--- src/hdl/wsfd_pkg.sv ---
// ----------------------------------------------------------------------------
// WebSocket frame decoder package
// Types, opcodes and sizing constants shared by the decoder modules.
// ----------------------------------------------------------------------------
package wsfd_pkg;

  localparam int LENGTH_BITS_DEF = 64;
  localparam int FIFO_DEPTH_DEF  = 4;

  localparam logic [3:0] OP_CONT  = 4'h0;
  localparam logic [3:0] OP_TEXT  = 4'h1;
  localparam logic [3:0] OP_BIN   = 4'h2;
  localparam logic [3:0] OP_CLOSE = 4'h8;
  localparam logic [3:0] OP_PING  = 4'h9;

  localparam logic [6:0] LEN_16 = 7'd126;
  localparam logic [6:0] LEN_64 = 7'd127;

  localparam logic [3:0] EXT16_BYTES = 4'd2;
  localparam logic [3:0] EXT64_BYTES = 4'd8;
  localparam logic [3:0] KEY_BYTES   = 4'd4;

  typedef enum logic [2:0] {
    PH_HDR0 = 3'd0,
    PH_HDR1 = 3'd1,
    PH_EXT  = 3'd2,
    PH_MASK = 3'd3,
    PH_DATA = 3'd4
  } phase_t;

  typedef enum logic [2:0] {
    KIND_MSG_BYTE  = 3'd0,
    KIND_MSG_END   = 3'd1,
    KIND_PING_BYTE = 3'd2,
    KIND_PING_END  = 3'd3,
    KIND_CLOSE     = 3'd4
  } kind_t;

  // One queued result: the raw byte travels with its key byte, and the
  // back end applies the mask.
  typedef struct packed {
    kind_t      kind;
    logic [7:0] raw;
    logic [7:0] key;
    logic       masked;
    logic       bin;
    logic       last;
  } item_t;

endpackage

--- src/hdl/wsfd_parser.sv ---
// ----------------------------------------------------------------------------
// WebSocket frame parser
// Walks the frame header byte by byte and classifies every payload byte.
// ----------------------------------------------------------------------------
module wsfd_parser #(
  parameter int LENGTH_BITS = wsfd_pkg::LENGTH_BITS_DEF
) (
  input  logic              clk,
  input  logic              rst_n,
  input  logic              accept,
  input  logic [7:0]        rx_byte,
  output logic              push,
  output wsfd_pkg::item_t   item
);

  localparam int LB = LENGTH_BITS;

  wsfd_pkg::phase_t phase_r, phase_nxt;
  logic [3:0]    op_r, op_nxt;
  logic          fin_r, fin_nxt;
  logic          masked_r, masked_nxt;
  logic [3:0]    ext_r, ext_nxt;
  logic [LB-1:0] rem_r, rem_nxt;
  logic [31:0]   key_r, key_nxt;
  logic [1:0]    pos_r, pos_nxt;
  logic          act_r, act_nxt;
  logic          bin_r, bin_nxt;
  logic          closed_r, closed_nxt;

  logic          step;
  logic          hd;
  logic [3:0]    ext_dec;
  logic [LB-1:0] rem_dec;
  logic          data_end;
  logic          is_data;
  logic          e_msg_byte, e_msg_end, e_ping_byte, e_ping_end, e_close;
  logic          hd_act;

  assign step    = accept && !closed_r;
  assign ext_dec = ext_r - {3'd0, (ext_r != 4'd0)};
  assign rem_dec = rem_r - {{(LB-1){1'b0}}, (rem_r != '0)};
  assign data_end = (rem_dec == '0);
  assign is_data = (op_r inside {wsfd_pkg::OP_CONT, wsfd_pkg::OP_TEXT, wsfd_pkg::OP_BIN});

  // Datapath registers and result classification.
  always_comb begin
    op_nxt      = op_r;
    fin_nxt     = fin_r;
    masked_nxt  = masked_r;
    ext_nxt     = ext_r;
    rem_nxt     = rem_r;
    key_nxt     = key_r;
    pos_nxt     = pos_r;
    act_nxt     = act_r;
    bin_nxt     = bin_r;
    closed_nxt  = closed_r;
    hd          = 1'b0;
    e_msg_byte  = 1'b0;
    e_msg_end   = 1'b0;
    e_ping_byte = 1'b0;
    e_ping_end  = 1'b0;
    e_close     = 1'b0;
    hd_act      = act_r;
    if (step) begin
      case (phase_r)
        wsfd_pkg::PH_HDR0: begin
          op_nxt  = rx_byte[3:0];
          fin_nxt = rx_byte[7];
        end
        wsfd_pkg::PH_HDR1: begin
          if (op_r == wsfd_pkg::OP_CLOSE) begin
            closed_nxt = 1'b1;
            e_close    = 1'b1;
          end else begin
            if (op_r inside {wsfd_pkg::OP_TEXT, wsfd_pkg::OP_BIN}) begin
              act_nxt = 1'b1;
              bin_nxt = (op_r == wsfd_pkg::OP_BIN);
            end
            masked_nxt = rx_byte[7];
            key_nxt    = '0;
            if (rx_byte[6:0] >= wsfd_pkg::LEN_16) begin
              ext_nxt = (rx_byte[6:0] == wsfd_pkg::LEN_64) ? wsfd_pkg::EXT64_BYTES
                                                           : wsfd_pkg::EXT16_BYTES;
              rem_nxt = '0;
            end else begin
              rem_nxt = {{(LB-7){1'b0}}, rx_byte[6:0]};
              if (rx_byte[7]) begin
                ext_nxt = wsfd_pkg::KEY_BYTES;
              end else begin
                hd = 1'b1;
              end
            end
          end
        end
        wsfd_pkg::PH_EXT: begin
          // A length too wide for the counter sticks at its largest value.
          if (rem_r[LB-1 -: 8] != 8'd0) begin
            rem_nxt = '1;
          end else begin
            rem_nxt = {rem_r[LB-9:0], rx_byte};
          end
          ext_nxt = ext_dec;
          if (ext_dec == 4'd0) begin
            if (masked_r) begin
              ext_nxt = wsfd_pkg::KEY_BYTES;
            end else begin
              hd = 1'b1;
            end
          end
        end
        wsfd_pkg::PH_MASK: begin
          key_nxt = {key_r[23:0], rx_byte};
          ext_nxt = ext_dec;
          if (ext_dec == 4'd0) begin
            hd = 1'b1;
          end
        end
        wsfd_pkg::PH_DATA: begin
          pos_nxt = pos_r + 2'd1;
          rem_nxt = rem_dec;
          if (is_data && act_r) begin
            e_msg_byte = 1'b1;
            if (data_end && fin_r) begin
              act_nxt = 1'b0;
            end
          end else if (op_r == wsfd_pkg::OP_PING) begin
            e_ping_byte = 1'b1;
          end
        end
        default: ;
      endcase
      // End of header: an empty frame may report its end right away.
      if (hd) begin
        pos_nxt = 2'd0;
        hd_act  = act_nxt;
        if (rem_nxt == '0) begin
          if (is_data && hd_act && fin_r) begin
            e_msg_end = 1'b1;
            act_nxt   = 1'b0;
          end else if (op_r == wsfd_pkg::OP_PING) begin
            e_ping_end = 1'b1;
          end
        end
      end
    end
  end

  // Next parse phase.
  always_comb begin
    phase_nxt = phase_r;
    if (step) begin
      case (phase_r)
        wsfd_pkg::PH_HDR0: phase_nxt = wsfd_pkg::PH_HDR1;
        wsfd_pkg::PH_HDR1: begin
          if (op_r != wsfd_pkg::OP_CLOSE) begin
            if (rx_byte[6:0] >= wsfd_pkg::LEN_16) begin
              phase_nxt = wsfd_pkg::PH_EXT;
            end else if (rx_byte[7]) begin
              phase_nxt = wsfd_pkg::PH_MASK;
            end
          end
        end
        wsfd_pkg::PH_EXT: begin
          if (ext_dec == 4'd0 && masked_r) begin
            phase_nxt = wsfd_pkg::PH_MASK;
          end
        end
        wsfd_pkg::PH_DATA: begin
          if (data_end) begin
            phase_nxt = wsfd_pkg::PH_HDR0;
          end
        end
        default: phase_nxt = phase_r;
      endcase
      if (hd) begin
        phase_nxt = (rem_nxt != '0) ? wsfd_pkg::PH_DATA : wsfd_pkg::PH_HDR0;
      end
    end
  end

  // Result item toward the queue.
  always_comb begin
    push        = e_msg_byte || e_msg_end || e_ping_byte || e_ping_end || e_close;
    item.raw    = 8'd0;
    item.key    = 8'd0;
    item.masked = 1'b0;
    item.bin    = 1'b0;
    item.last   = 1'b1;
    item.kind   = wsfd_pkg::KIND_CLOSE;
    if (e_msg_byte) begin
      item.kind   = wsfd_pkg::KIND_MSG_BYTE;
      item.raw    = rx_byte;
      item.key    = key_r[8*(3-pos_r) +: 8];
      item.masked = masked_r;
      item.bin    = bin_r;
      item.last   = data_end && fin_r;
    end else if (e_ping_byte) begin
      item.kind   = wsfd_pkg::KIND_PING_BYTE;
      item.raw    = rx_byte;
      item.key    = key_r[8*(3-pos_r) +: 8];
      item.masked = masked_r;
      item.last   = data_end;
    end else if (e_msg_end) begin
      item.kind = wsfd_pkg::KIND_MSG_END;
      item.bin  = bin_nxt;
    end else if (e_ping_end) begin
      item.kind = wsfd_pkg::KIND_PING_END;
    end
  end

  always_ff @(posedge clk) begin
    if (!rst_n) begin
      phase_r  <= wsfd_pkg::PH_HDR0;
      op_r     <= 4'd0;
      fin_r    <= 1'b0;
      masked_r <= 1'b0;
      ext_r    <= 4'd0;
      rem_r    <= '0;
      key_r    <= 32'd0;
      pos_r    <= 2'd0;
      act_r    <= 1'b0;
      bin_r    <= 1'b0;
      closed_r <= 1'b0;
    end else begin
      phase_r  <= phase_nxt;
      op_r     <= op_nxt;
      fin_r    <= fin_nxt;
      masked_r <= masked_nxt;
      ext_r    <= ext_nxt;
      rem_r    <= rem_nxt;
      key_r    <= key_nxt;
      pos_r    <= pos_nxt;
      act_r    <= act_nxt;
      bin_r    <= bin_nxt;
      closed_r <= closed_nxt;
    end
  end

endmodule

--- src/hdl/wsfd_fifo.sv ---
// ----------------------------------------------------------------------------
// WebSocket frame decoder result queue
// Short first-in first-out queue between the parser and the output stage.
// ----------------------------------------------------------------------------
module wsfd_fifo #(
  parameter int DEPTH = wsfd_pkg::FIFO_DEPTH_DEF
) (
  input  logic            clk,
  input  logic            rst_n,
  input  logic            push,
  input  wsfd_pkg::item_t push_item,
  input  logic            pop,
  output wsfd_pkg::item_t head_item,
  output logic            empty,
  output logic            full
);

  localparam int AW = (DEPTH > 1) ? $clog2(DEPTH) : 1;
  localparam int CW = $clog2(DEPTH + 1);
  localparam logic [AW-1:0] LAST_IDX = AW'(DEPTH - 1);
  localparam logic [CW-1:0] DEPTH_C  = CW'(DEPTH);

  wsfd_pkg::item_t mem_r [DEPTH];
  logic [AW-1:0] wr_r, wr_nxt;
  logic [AW-1:0] rd_r, rd_nxt;
  logic [CW-1:0] cnt_r, cnt_nxt;
  logic          do_push, do_pop;

  assign empty     = (cnt_r == '0);
  assign full      = (cnt_r == DEPTH_C);
  assign do_push   = push && !full;
  assign do_pop    = pop && !empty;
  assign head_item = mem_r[rd_r];

  always_comb begin
    wr_nxt  = wr_r;
    rd_nxt  = rd_r;
    cnt_nxt = cnt_r;
    if (do_push) begin
      wr_nxt = (wr_r == LAST_IDX) ? '0 : wr_r + AW'(1);
    end
    if (do_pop) begin
      rd_nxt = (rd_r == LAST_IDX) ? '0 : rd_r + AW'(1);
    end
    if (do_push && !do_pop) begin
      cnt_nxt = cnt_r + CW'(1);
    end else if (do_pop && !do_push) begin
      cnt_nxt = cnt_r - CW'(1);
    end
  end

  always_ff @(posedge clk) begin
    if (do_push) begin
      mem_r[wr_r] <= push_item;
    end
  end

  always_ff @(posedge clk) begin
    if (!rst_n) begin
      wr_r  <= '0;
      rd_r  <= '0;
      cnt_r <= '0;
    end else begin
      wr_r  <= wr_nxt;
      rd_r  <= rd_nxt;
      cnt_r <= cnt_nxt;
    end
  end

endmodule

--- src/hdl/wsfd_out.sv ---
// ----------------------------------------------------------------------------
// WebSocket frame decoder output stage
// Unmasks queued payload bytes and holds the result beat for the receiver.
// ----------------------------------------------------------------------------
module wsfd_out (
  input  logic            clk,
  input  logic            rst_n,
  input  wsfd_pkg::item_t head_item,
  input  logic            empty,
  output logic            pop,
  input  logic            out_stall,
  output logic            out_valid,
  output logic [2:0]      out_kind,
  output logic [7:0]      out_out_byte,
  output logic            out_binary_msg,
  output logic            out_last
);

  logic       valid_r;
  logic [2:0] kind_r;
  logic [7:0] byte_r, byte_nxt;
  logic       bin_r;
  logic       last_r;
  logic       load;

  assign load = !empty && (!valid_r || !out_stall);
  assign pop  = load;

  always_comb begin
    byte_nxt = 8'd0;
    if (head_item.kind == wsfd_pkg::KIND_MSG_BYTE ||
        head_item.kind == wsfd_pkg::KIND_PING_BYTE) begin
      byte_nxt = head_item.masked ? (head_item.raw ^ head_item.key) : head_item.raw;
    end
  end

  always_ff @(posedge clk) begin
    if (!rst_n) begin
      valid_r <= 1'b0;
    end else if (load) begin
      valid_r <= 1'b1;
    end else if (!out_stall) begin
      valid_r <= 1'b0;
    end
  end

  always_ff @(posedge clk) begin
    if (load) begin
      kind_r <= head_item.kind;
      byte_r <= byte_nxt;
      bin_r  <= head_item.bin;
      last_r <= head_item.last;
    end
  end

  assign out_valid      = valid_r;
  assign out_kind       = kind_r;
  assign out_out_byte   = byte_r;
  assign out_binary_msg = bin_r;
  assign out_last       = last_r;

endmodule

--- src/hdl/websocket_frame_decoder.sv ---
// ----------------------------------------------------------------------------
// WebSocket frame decoder
// Parses a received WebSocket byte stream and delivers unmasked payload beats.
// ----------------------------------------------------------------------------
//  Channel  Direction  Ports                                   Beat
//  in       input      in_valid, in_stall, in_rx_byte          one stream byte
//  out      output     out_valid, out_stall, out_kind,         one result
//                      out_out_byte, out_binary_msg, out_last
//
//  One byte is taken every cycle while in_stall is low; the parser state
//  machine handles each byte as it is taken. A result passes through the
//  queue and then the output register. in_stall rises only when the result
//  queue is full, which happens once FIFO_DEPTH results wait behind a beat that
//  out_stall holds in the output register.
//  Reset is synchronous and active low; there is no clearing pass.
// ----------------------------------------------------------------------------
module websocket_frame_decoder #(
  parameter int LENGTH_BITS = wsfd_pkg::LENGTH_BITS_DEF,
  parameter int FIFO_DEPTH  = wsfd_pkg::FIFO_DEPTH_DEF
) (
  input  logic       clk,
  input  logic       rst_n,
  input  logic       in_valid,
  output logic       in_stall,
  input  logic [7:0] in_rx_byte,
  output logic       out_valid,
  input  logic       out_stall,
  output logic [2:0] out_kind,
  output logic [7:0] out_out_byte,
  output logic       out_binary_msg,
  output logic       out_last
);

  wsfd_pkg::item_t push_item, head_item;
  logic push, pop, empty, full;

  assign in_stall = full;

  wsfd_parser #(
    .LENGTH_BITS(LENGTH_BITS)
  ) u_parser (
    .clk    (clk),
    .rst_n  (rst_n),
    .accept (in_valid && !in_stall),
    .rx_byte(in_rx_byte),
    .push   (push),
    .item   (push_item)
  );

  wsfd_fifo #(
    .DEPTH(FIFO_DEPTH)
  ) u_fifo (
    .clk      (clk),
    .rst_n    (rst_n),
    .push     (push),
    .push_item(push_item),
    .pop      (pop),
    .head_item(head_item),
    .empty    (empty),
    .full     (full)
  );

  wsfd_out u_out (
    .clk           (clk),
    .rst_n         (rst_n),
    .head_item     (head_item),
    .empty         (empty),
    .pop           (pop),
    .out_stall     (out_stall),
    .out_valid     (out_valid),
    .out_kind      (out_kind),
    .out_out_byte  (out_out_byte),
    .out_binary_msg(out_binary_msg),
    .out_last      (out_last)
  );

endmodule

--- config.mk ---
export PLATFORM = sky130hd
export DESIGN_NAME = websocket_frame_decoder
export DESIGN_NICKNAME = d
export VERILOG_FILES = /design/src/hdl/wsfd_pkg.sv /design/src/hdl/wsfd_parser.sv /design/src/hdl/wsfd_fifo.sv /design/src/hdl/wsfd_out.sv /design/src/hdl/websocket_frame_decoder.sv
export SDC_FILE = /design/constraint.sdc
export NUM_CORES = 1
export LEC_CHECK = 0
export BUFFER_PORTS_ARGS = -buffer_cell sky130_fd_sc_hd__buf_2
export CAP_MARGIN = 20
export CORE_UTILIZATION = 47
export DETAILED_ROUTE_END_ITERATION = 7
export PLACE_DENSITY_LB_ADDON = 0.25
export SLEW_MARGIN = 30
export SYNTH_ARGS = -nofsm -noshare
export SYNTH_HDL_FRONTEND = slang
export SYNTH_SLANG_ARGS = --single-unit
export TNS_END_PERCENT = 100
--- constraint.sdc ---
create_clock -name clk -period 8.3 [get_ports clk]
set_input_delay 1.245 -clock clk [delete_from_list [all_inputs] [get_ports clk]]
set_output_delay 1.245 -clock clk [all_outputs]
set_load 0.01 [all_outputs]
==> results.yml, run 1 <==
run_status:
  status: "completed"
placement:
  place_inst: 1909
  place_area_um2: 14300
  dp_hpwl_um: 43500
  pre_cts_ws_ns: 0.890
  placement.io_buffers: 26
  routabilityCongestion: 1.13
critical_path:
  cp_data_arrival_time_ns: 8.44
  cp.required_ns: 8.78
  reg2regPathDepth: 22
  r2r_end: "u_fifo.cnt_r[2]"
  reg2reg_slack_ns: 0.33
  crit_type: "reg -> reg"
  setup.worst_path.end_class: "flop"
  r2r-start: "u_parser.rem_r[16]"
  critPathLaunchType: "flop"
  worst-path-max-fanout: 14
synthesis:
  yosys-top-cells-area: "edfxtp_1, dfxtp_1, mux4_2"
  synthArstFlopShare_pct: 0
  syn_inst: 1596
  yosys_warnings: 0
  synth_area_um2: 14000
  synth_cell_types: 95
  yosys.area.top_type: "edfxtp_1"
  ys_seq_area_share_pct: 39.5
  syn_nets: 1619
  yosysTopAreaCellShare_pct: 21.7
  syn_avg_cell_area_um2: 8.74
  synth_seq_cells: 225
  ys.flop_type: "dfxtp_1"
  synth_edf_count: 101
power:
  switching_share_pct: 47.1
  irDropWorstVdd_mv: 0.179
  seqPwrFrac_pct: 27.1
  p_leak_nw: 5.38
  p_clk_share_pct: 21.8
  internal_power_w: 0.00270
  power_density_nw_per_um2: 338
  power_frac_comb_pct: 51.1
  p_switching_w: 0.00241
grt:
  antenna_found_initial: 2
  overflow: 0
  grt_max_degree: 72
  globalRouteTotalUtil_pct: 38.9
  grt_pass1_wl_um: 86600
  grt_pass1_vias: 12600
clock_network:
  cts_tree: "built"
  postCtsHoldBufs: 0
  clock-sinks: 225
  ctsResizeCount: 0
  clock_latency_ns: 0.55
  cts_buffers: 25
  root_buffer: "clkbuf_16"
  cts_max_level: 1
  clk_transition_reported_paths_ns: 0.06
  clk_path_buf_depth: 3
  cts_setup_buffers: 0
layout:
  fin_util_pct: 52.3
  final-instance-count-excl-fill: 1956
  nNetsFinal: 1575
  seq_area_um2: 5520
  synthToLayoutAreaGrowth_pct: 8.43
  layout_commonest_cell: "nor2_1"
  multi_input_area_um2: 7790
  most-common-layout-cells: "nor2_1, nand2_1, dfxtp_1, o21ai_0, edfxtp_1"
  drive_above_1_share_pct: 12.3
  n_fill_cell: 2690
  final_area_um2: 15100
hold_path:
  hold_class: "reg -> reg"
  holdPathStages: 2
  worstHoldStart: "u_parser.key_r[31]"
  hold_end: "u_parser.key_r[31]"
sta:
  finalHoldViolations: 0
  min_period_ns: 7.97
  grt_setup_unrepaired: "no"
  worst_slack_ns: 0.334
  post-route-period-util_pct: 96.0
  tightest_slew_ns: 1.11
  maxSlewHeadroom_pct: 24.9
  max_freq_ghz: 0.126
  fin_skew_ns: 0.0237
  setup-tns-final_ns: 0
  setup_viol: 0
  finalMaxSlewViolations: 0
die:
  core_area_um2: 28900
  placementRows: 62
  num_io_pins: 27
  dieArea_um2: 30400
  start_util_pct: 48.2
  fp.dieH_um: 174
  die_width_um: 174
drt:
  drt_iter0_markers: 2182
  wl_um: 59500
  wl_per_cell_um: 30.4
  detail-route-antenna-nets: 0
  drc_errors: 0
  via_per_inst: 6.97
  drtPass1Iterations: 6
  routed-via-count: 13600
run:
  maxCapViolations: 0
layer usage:
metal,routed length (um),global-route usage (%),vias up
met3,6960,8.77,157
met1,25300,56.4,6609
met2,24300,54.7,969
li1,-,-,5889
met5,13,0,-
met4,2910,17.5,2
cell type report:
| class | count | share of cell area [%] |
|---|---|---|
| timing repair buffer | 67 | 2.89 |
| inverter | 23 | 0.571 |
| clock buffer | 32 | 4.44 |
| tap | 384 | 3.18 |
| multi-input combinational | 1210 | 51.5 |
| sequential | 225 | 36.5 |
| antenna | 1 | 0.0165 |
| clock inverter | 14 | 0.910 |
Yosys cell counts, types with 9 or more instances:
| master | instances |
|---|---|
| or4_1 | 25 |
| or3_1 | 18 |
| mux2i_1 | 13 |
| a211oi_1 | 10 |
| and3_1 | 17 |
| ha_1 | 10 |
| o21ai_0 | 108 |
| nand2b_1 | 9 |
| mux4_2 | 30 |
| and2_1 | 51 |
| o21a_1 | 10 |
| nand3_1 | 68 |
| nand4_1 | 37 |
| edfxtp_1 | 101 |
| nor2_1 | 157 |
| a22oi_1 | 17 |
| buf_2 | 9 |
| buf_1 | 13 |
| o211ai_1 | 13 |
| nor3_1 | 59 |
| a21oi_1 | 69 |
| nand3b_1 | 10 |
| nand2_1 | 139 |
| or2_2 | 11 |
| dfxtp_1 | 124 |
| o31ai_1 | 14 |
| xnor2_1 | 24 |
| a31oi_1 | 24 |
| a21boi_0 | 34 |
| inv_1 | 22 |
| o311ai_0 | 10 |
| o22ai_1 | 10 |
| nor2b_1 | 33 |
| xor2_1 | 13 |
| nor4_1 | 50 |
| clkbuf_1 | 102 |
cell families (layout without fill, tap and decap cells):
family                     count (synthesis)  after routing  synth area share (%)
and+or+nand+nor                          735            735                  28.3
adders and majority gates                 11             11                  1.04
DFF                                      225            225                  39.5
other                                      0              1                     0
buffers and inverters                    161            136                  4.88
xor gates and xnor gates                  37             37                  2.32
muxes                                     45             45                  5.94
AOI/OAI and AO/OA                        382            382                  18.0
critical path: stages (launching register included):
cell	delay, ns
dfxtp_1	0.73
nor4_1	0.17
nand3_1	0.24
nor4_1	0.15
nand3_1	0.12
ha_1	0.21
ha_1	0.31
or3b_2	0.55
nor4_4	0.55
nand3_2	0.38
o311ai_1	1.05
nand4_1	0.20
nor4_1	0.77
nand3_1	0.20
nor4_2	0.45
a31oi_1	0.40
inv_1	0.14
ha_1	0.19
inv_1	0.06
fa_1	0.38
xor2_1	0.17
or3_1	0.29
a21boi_0	0.16
metrics by stage:
| step | total power [W] | hold WS (ns) |
|---|---|---|
| 2_1_floorplan | 0.00295 | 0.429 |
| 3_3_place_gp | 0.00390 | 0.436 |
| 3_5_place_dp | 0.00388 | 0.448 |
| 4_1_cts | 0.00499 | 0.455 |
| 5_1_grt | 0.00528 | 0.494 |
| 6_report | 0.00511 | 0.458 |
power groups by stage:
stage	Sequential, W	Combinational, W	Clock, W
final	0.00138	0.00261	0.00112
after global routing	0.00140	0.00271	0.00117
after CTS	0.00138	0.00249	0.00113
after detailed placement	0.00140	0.00248	0
after global placement	0.00140	0.00250	0
after floorplan	0.00133	0.00162	0
state kept, by name, indices dropped and copies added (netlist names), 2 cells and up, named ones only:
| register | count |
|---|---|
| u_parser.phase_r | 3 |
| u_parser.op_r | 4 |
| u_parser.key_r | 32 |
| u_parser.pos_r | 2 |
| u_fifo.cnt_r | 3 |
| u_out.out_kind | 3 |
| u_out.out_out_byte | 8 |
| u_parser.ext_r | 4 |
| u_fifo.rd_r | 2 |
| u_fifo.wr_r | 2 |
| u_parser.rem_r | 64 |
| u_fifo.mem_r | 88 |
worst max-delay path by stage:
stage	slack (ns)	start	endpoint
after detailed placement	0.89	u_parser.rem_r[38]	u_fifo.cnt_r[2]
final	0.33	u_parser.rem_r[16]	u_fifo.cnt_r[2]
after CTS	0.86	u_parser.rem_r[38]	u_fifo.cnt_r[2]
after floorplan	1.97	u_parser.rem_r[57]	u_fifo.mem_r[0][0]
after global routing	0.33	u_parser.rem_r[38]	u_fifo.cnt_r[2]
after global placement	0.45	u_parser.rem_r[38]	u_fifo.cnt_r[2]
No activity file was read; power rests on OpenSTA's default activity.
==> run 2, diff against run 1 <==
Settings changed: CORE_UTILIZATION 47 to 40.
==> run 2 against run 1 <==
Hold slack worse by 0.0045 ns. Flip-flop and latch count unchanged. Die area up 17%. Via count down 0.69%. Maximum frequency up 7.8%. Routed wire length down 0.34%. Critical endpoint unchanged. Largest cell class unchanged. Highest routed layer unchanged.
==> results.yml, run 2 (synthesis gave the netlist of run 1 again) <==
layout:
  seq_area_um2: 5520
  nNetsFinal: 1577
  layout_commonest_cell: "nor2_1"
  most-common-layout-cells: "nor2_1, nand2_1, dfxtp_1, o21ai_0, edfxtp_1"
  regMostFlops: "u_fifo.mem_r"
  final-instance-count-excl-fill: 2030
  drive_above_1_share_pct: 12.6
  top_regs: "u_fifo.mem_r x88, u_parser.rem_r x64, u_parser.key_r x32"
  largest_reg_flops: 88
  final_area_um2: 15300
  multi_input_area_um2: 7780
  n_fill_cell: 3394
  synthToLayoutAreaGrowth_pct: 9.73
sta:
  worst_hold_slack_ns: 0.453
  tightest_slew_ns: 1.01
  finalMaxSlewViolations: 0
  maxSlewHeadroom_pct: 31.9
  post-route-period-util_pct: 89.0
  setup-tns-final_ns: 0
  max_freq_ghz: 0.135
  min_period_ns: 7.39
  setup_viol: 0
  finalHoldViolations: 0
  fin_skew_ns: 0.0499
  grt_setup_unrepaired: "no"
power:
  switching_share_pct: 46.3
  seqPwrFrac_pct: 25.8
  internal_power_w: 0.00279
  power_frac_comb_pct: 50.4
  p_clk_share_pct: 23.8
  p_leak_nw: 5.44
  p_switching_w: 0.00241
  power_density_nw_per_um2: 340
  irDropWorstVdd_mv: 0.220
run_status:
  status: "completed"
grt:
  met2_usage_pct: 48.1
  grt_most_used_layer: "met2"
  grt_pass1_wl_um: 85900
  use_met1_pct: 46.2
  grt_max_degree: 71
  antenna_found_initial: 4
  overflow: 0
  grt_pass1_vias: 12300
  globalRouteTotalUtil_pct: 32.7
  met3_usage_pct: 5.96
hold_path:
  hold_class: "reg -> reg"
critical_path:
  cp.required_ns: 8.78
  setup.worst_path.end_class: "flop"
  cp_data_arrival_time_ns: 7.87
  crit_type: "reg -> reg"
  worst-path-max-fanout: 12
  critPathLaunchType: "flop"
run:
  maxCapViolations: 0
clock_network:
  clock_latency_ns: 0.59
  clock-sinks: 225
  root_buffer: "clkbuf_16"
  postCtsHoldBufs: 0
  cts_max_level: 1
  cts_tree: "built"
  ctsResizeCount: 0
  cts_setup_buffers: 0
  clk_path_buf_depth: 3
  cts_buffers: 26
  clk_transition_reported_paths_ns: 0.07
drt:
  wl_per_cell_um: 29.2
  wl_um: 59300
  routed-via-count: 13500
  detail-route-antenna-nets: 0
  via_per_inst: 6.67
  drc_errors: 0
  drtPass1Iterations: 6
  drt_iter0_markers: 2040
placement:
  routabilityCongestion: 1.09
  dp_hpwl_um: 42800
  place_inst: 1981
  placement.io_buffers: 26
  place_area_um2: 14400
die:
  die_width_um: 189
  num_io_pins: 27
  fp.dieH_um: 189
  placementRows: 68
  dieArea_um2: 35600
  start_util_pct: 40.5
  core_area_um2: 34500
[run 2: cell types whose count changed in the layout (fill, tap and decap cells not counted), sizes merged]
cell / change
clkinv: +8
clkbuf: -6
clkinvlp: -1
buf: +1
bufinv: +3
inv: -2
[run 2: worst max-delay path, cell delays in order (launching register included)]
cell and delay [ns]:
dfxtp_1 0.65, nor3_1 0.21, nand3_1 0.32, nor4_1 0.16
nand3_1 0.12, ha_1 0.23, ha_1 0.33, or3b_2 0.55
nor4_4 0.35, nand3_2 0.33, o311ai_1 0.97, nand4_1 0.17
nor4_1 0.68, nand3_1 0.21, nor4_2 0.34, a31oi_1 0.12
buf_4 0.19, inv_1 0.06, ha_1 0.17, inv_1 0.06
fa_1 0.37, xor2_1 0.17, or3_1 0.30, a21boi_0 0.20
[run 2: power by group through the flow]
stage               Combinational [W]  Clock (W)  Sequential, W
floorplan                     0.00162          0        0.00133
detailed placement            0.00251          0        0.00136
global route                  0.00273    0.00129        0.00135
global placement              0.00255          0        0.00136
finish                        0.00262    0.00124        0.00134
CTS                           0.00252    0.00125        0.00134
[run 2: layer usage]
layer	wire length [um]	up-vias
li1	-	5875
met4	3050	2
met5	15	-
met3	5890	162
met2	25000	855
met1	25400	6638
[run 2: layout make-up]
type / count / area share (%)
Antenna cell: 1 / 0.0163
Clock buffer: 26 / 4.25
Clock inverter: 22 / 1.68
Inverter: 23 / 0.564
Multi-Input combinational cell: 1210 / 50.8
Sequential cell: 225 / 36.0
Tap cell: 455 / 3.72
Timing Repair Buffer: 68 / 2.91
[run 2: path summary, 6_finish.rpt]
| check | start | end | depth (start not counted) | slack, ns |
|---|---|---|---|---|
| worst max register to register | u_parser.rem_r[30] | u_fifo.cnt_r[2] | 23 | 0.91 |
| worst min-delay path | u_parser.key_r[31] | u_parser.key_r[31] | 2 | 0.45 |
| worst min register to register | u_parser.key_r[31] | u_parser.key_r[31] | 2 | 0.45 |
| worst max-delay path | u_parser.rem_r[30] | u_fifo.cnt_r[2] | 23 | 0.91 |
[run 2: through the flow]
stage          power [W]  utilization, %  setup slack [ns]
6_report         0.00520            44.4             0.912
5_1_grt          0.00537            44.4             0.559
4_1_cts          0.00511            44.4              1.05
3_5_place_dp     0.00387            41.8              1.11
3_3_place_gp     0.00391            41.8             0.811
2_1_floorplan    0.00295               -              1.97
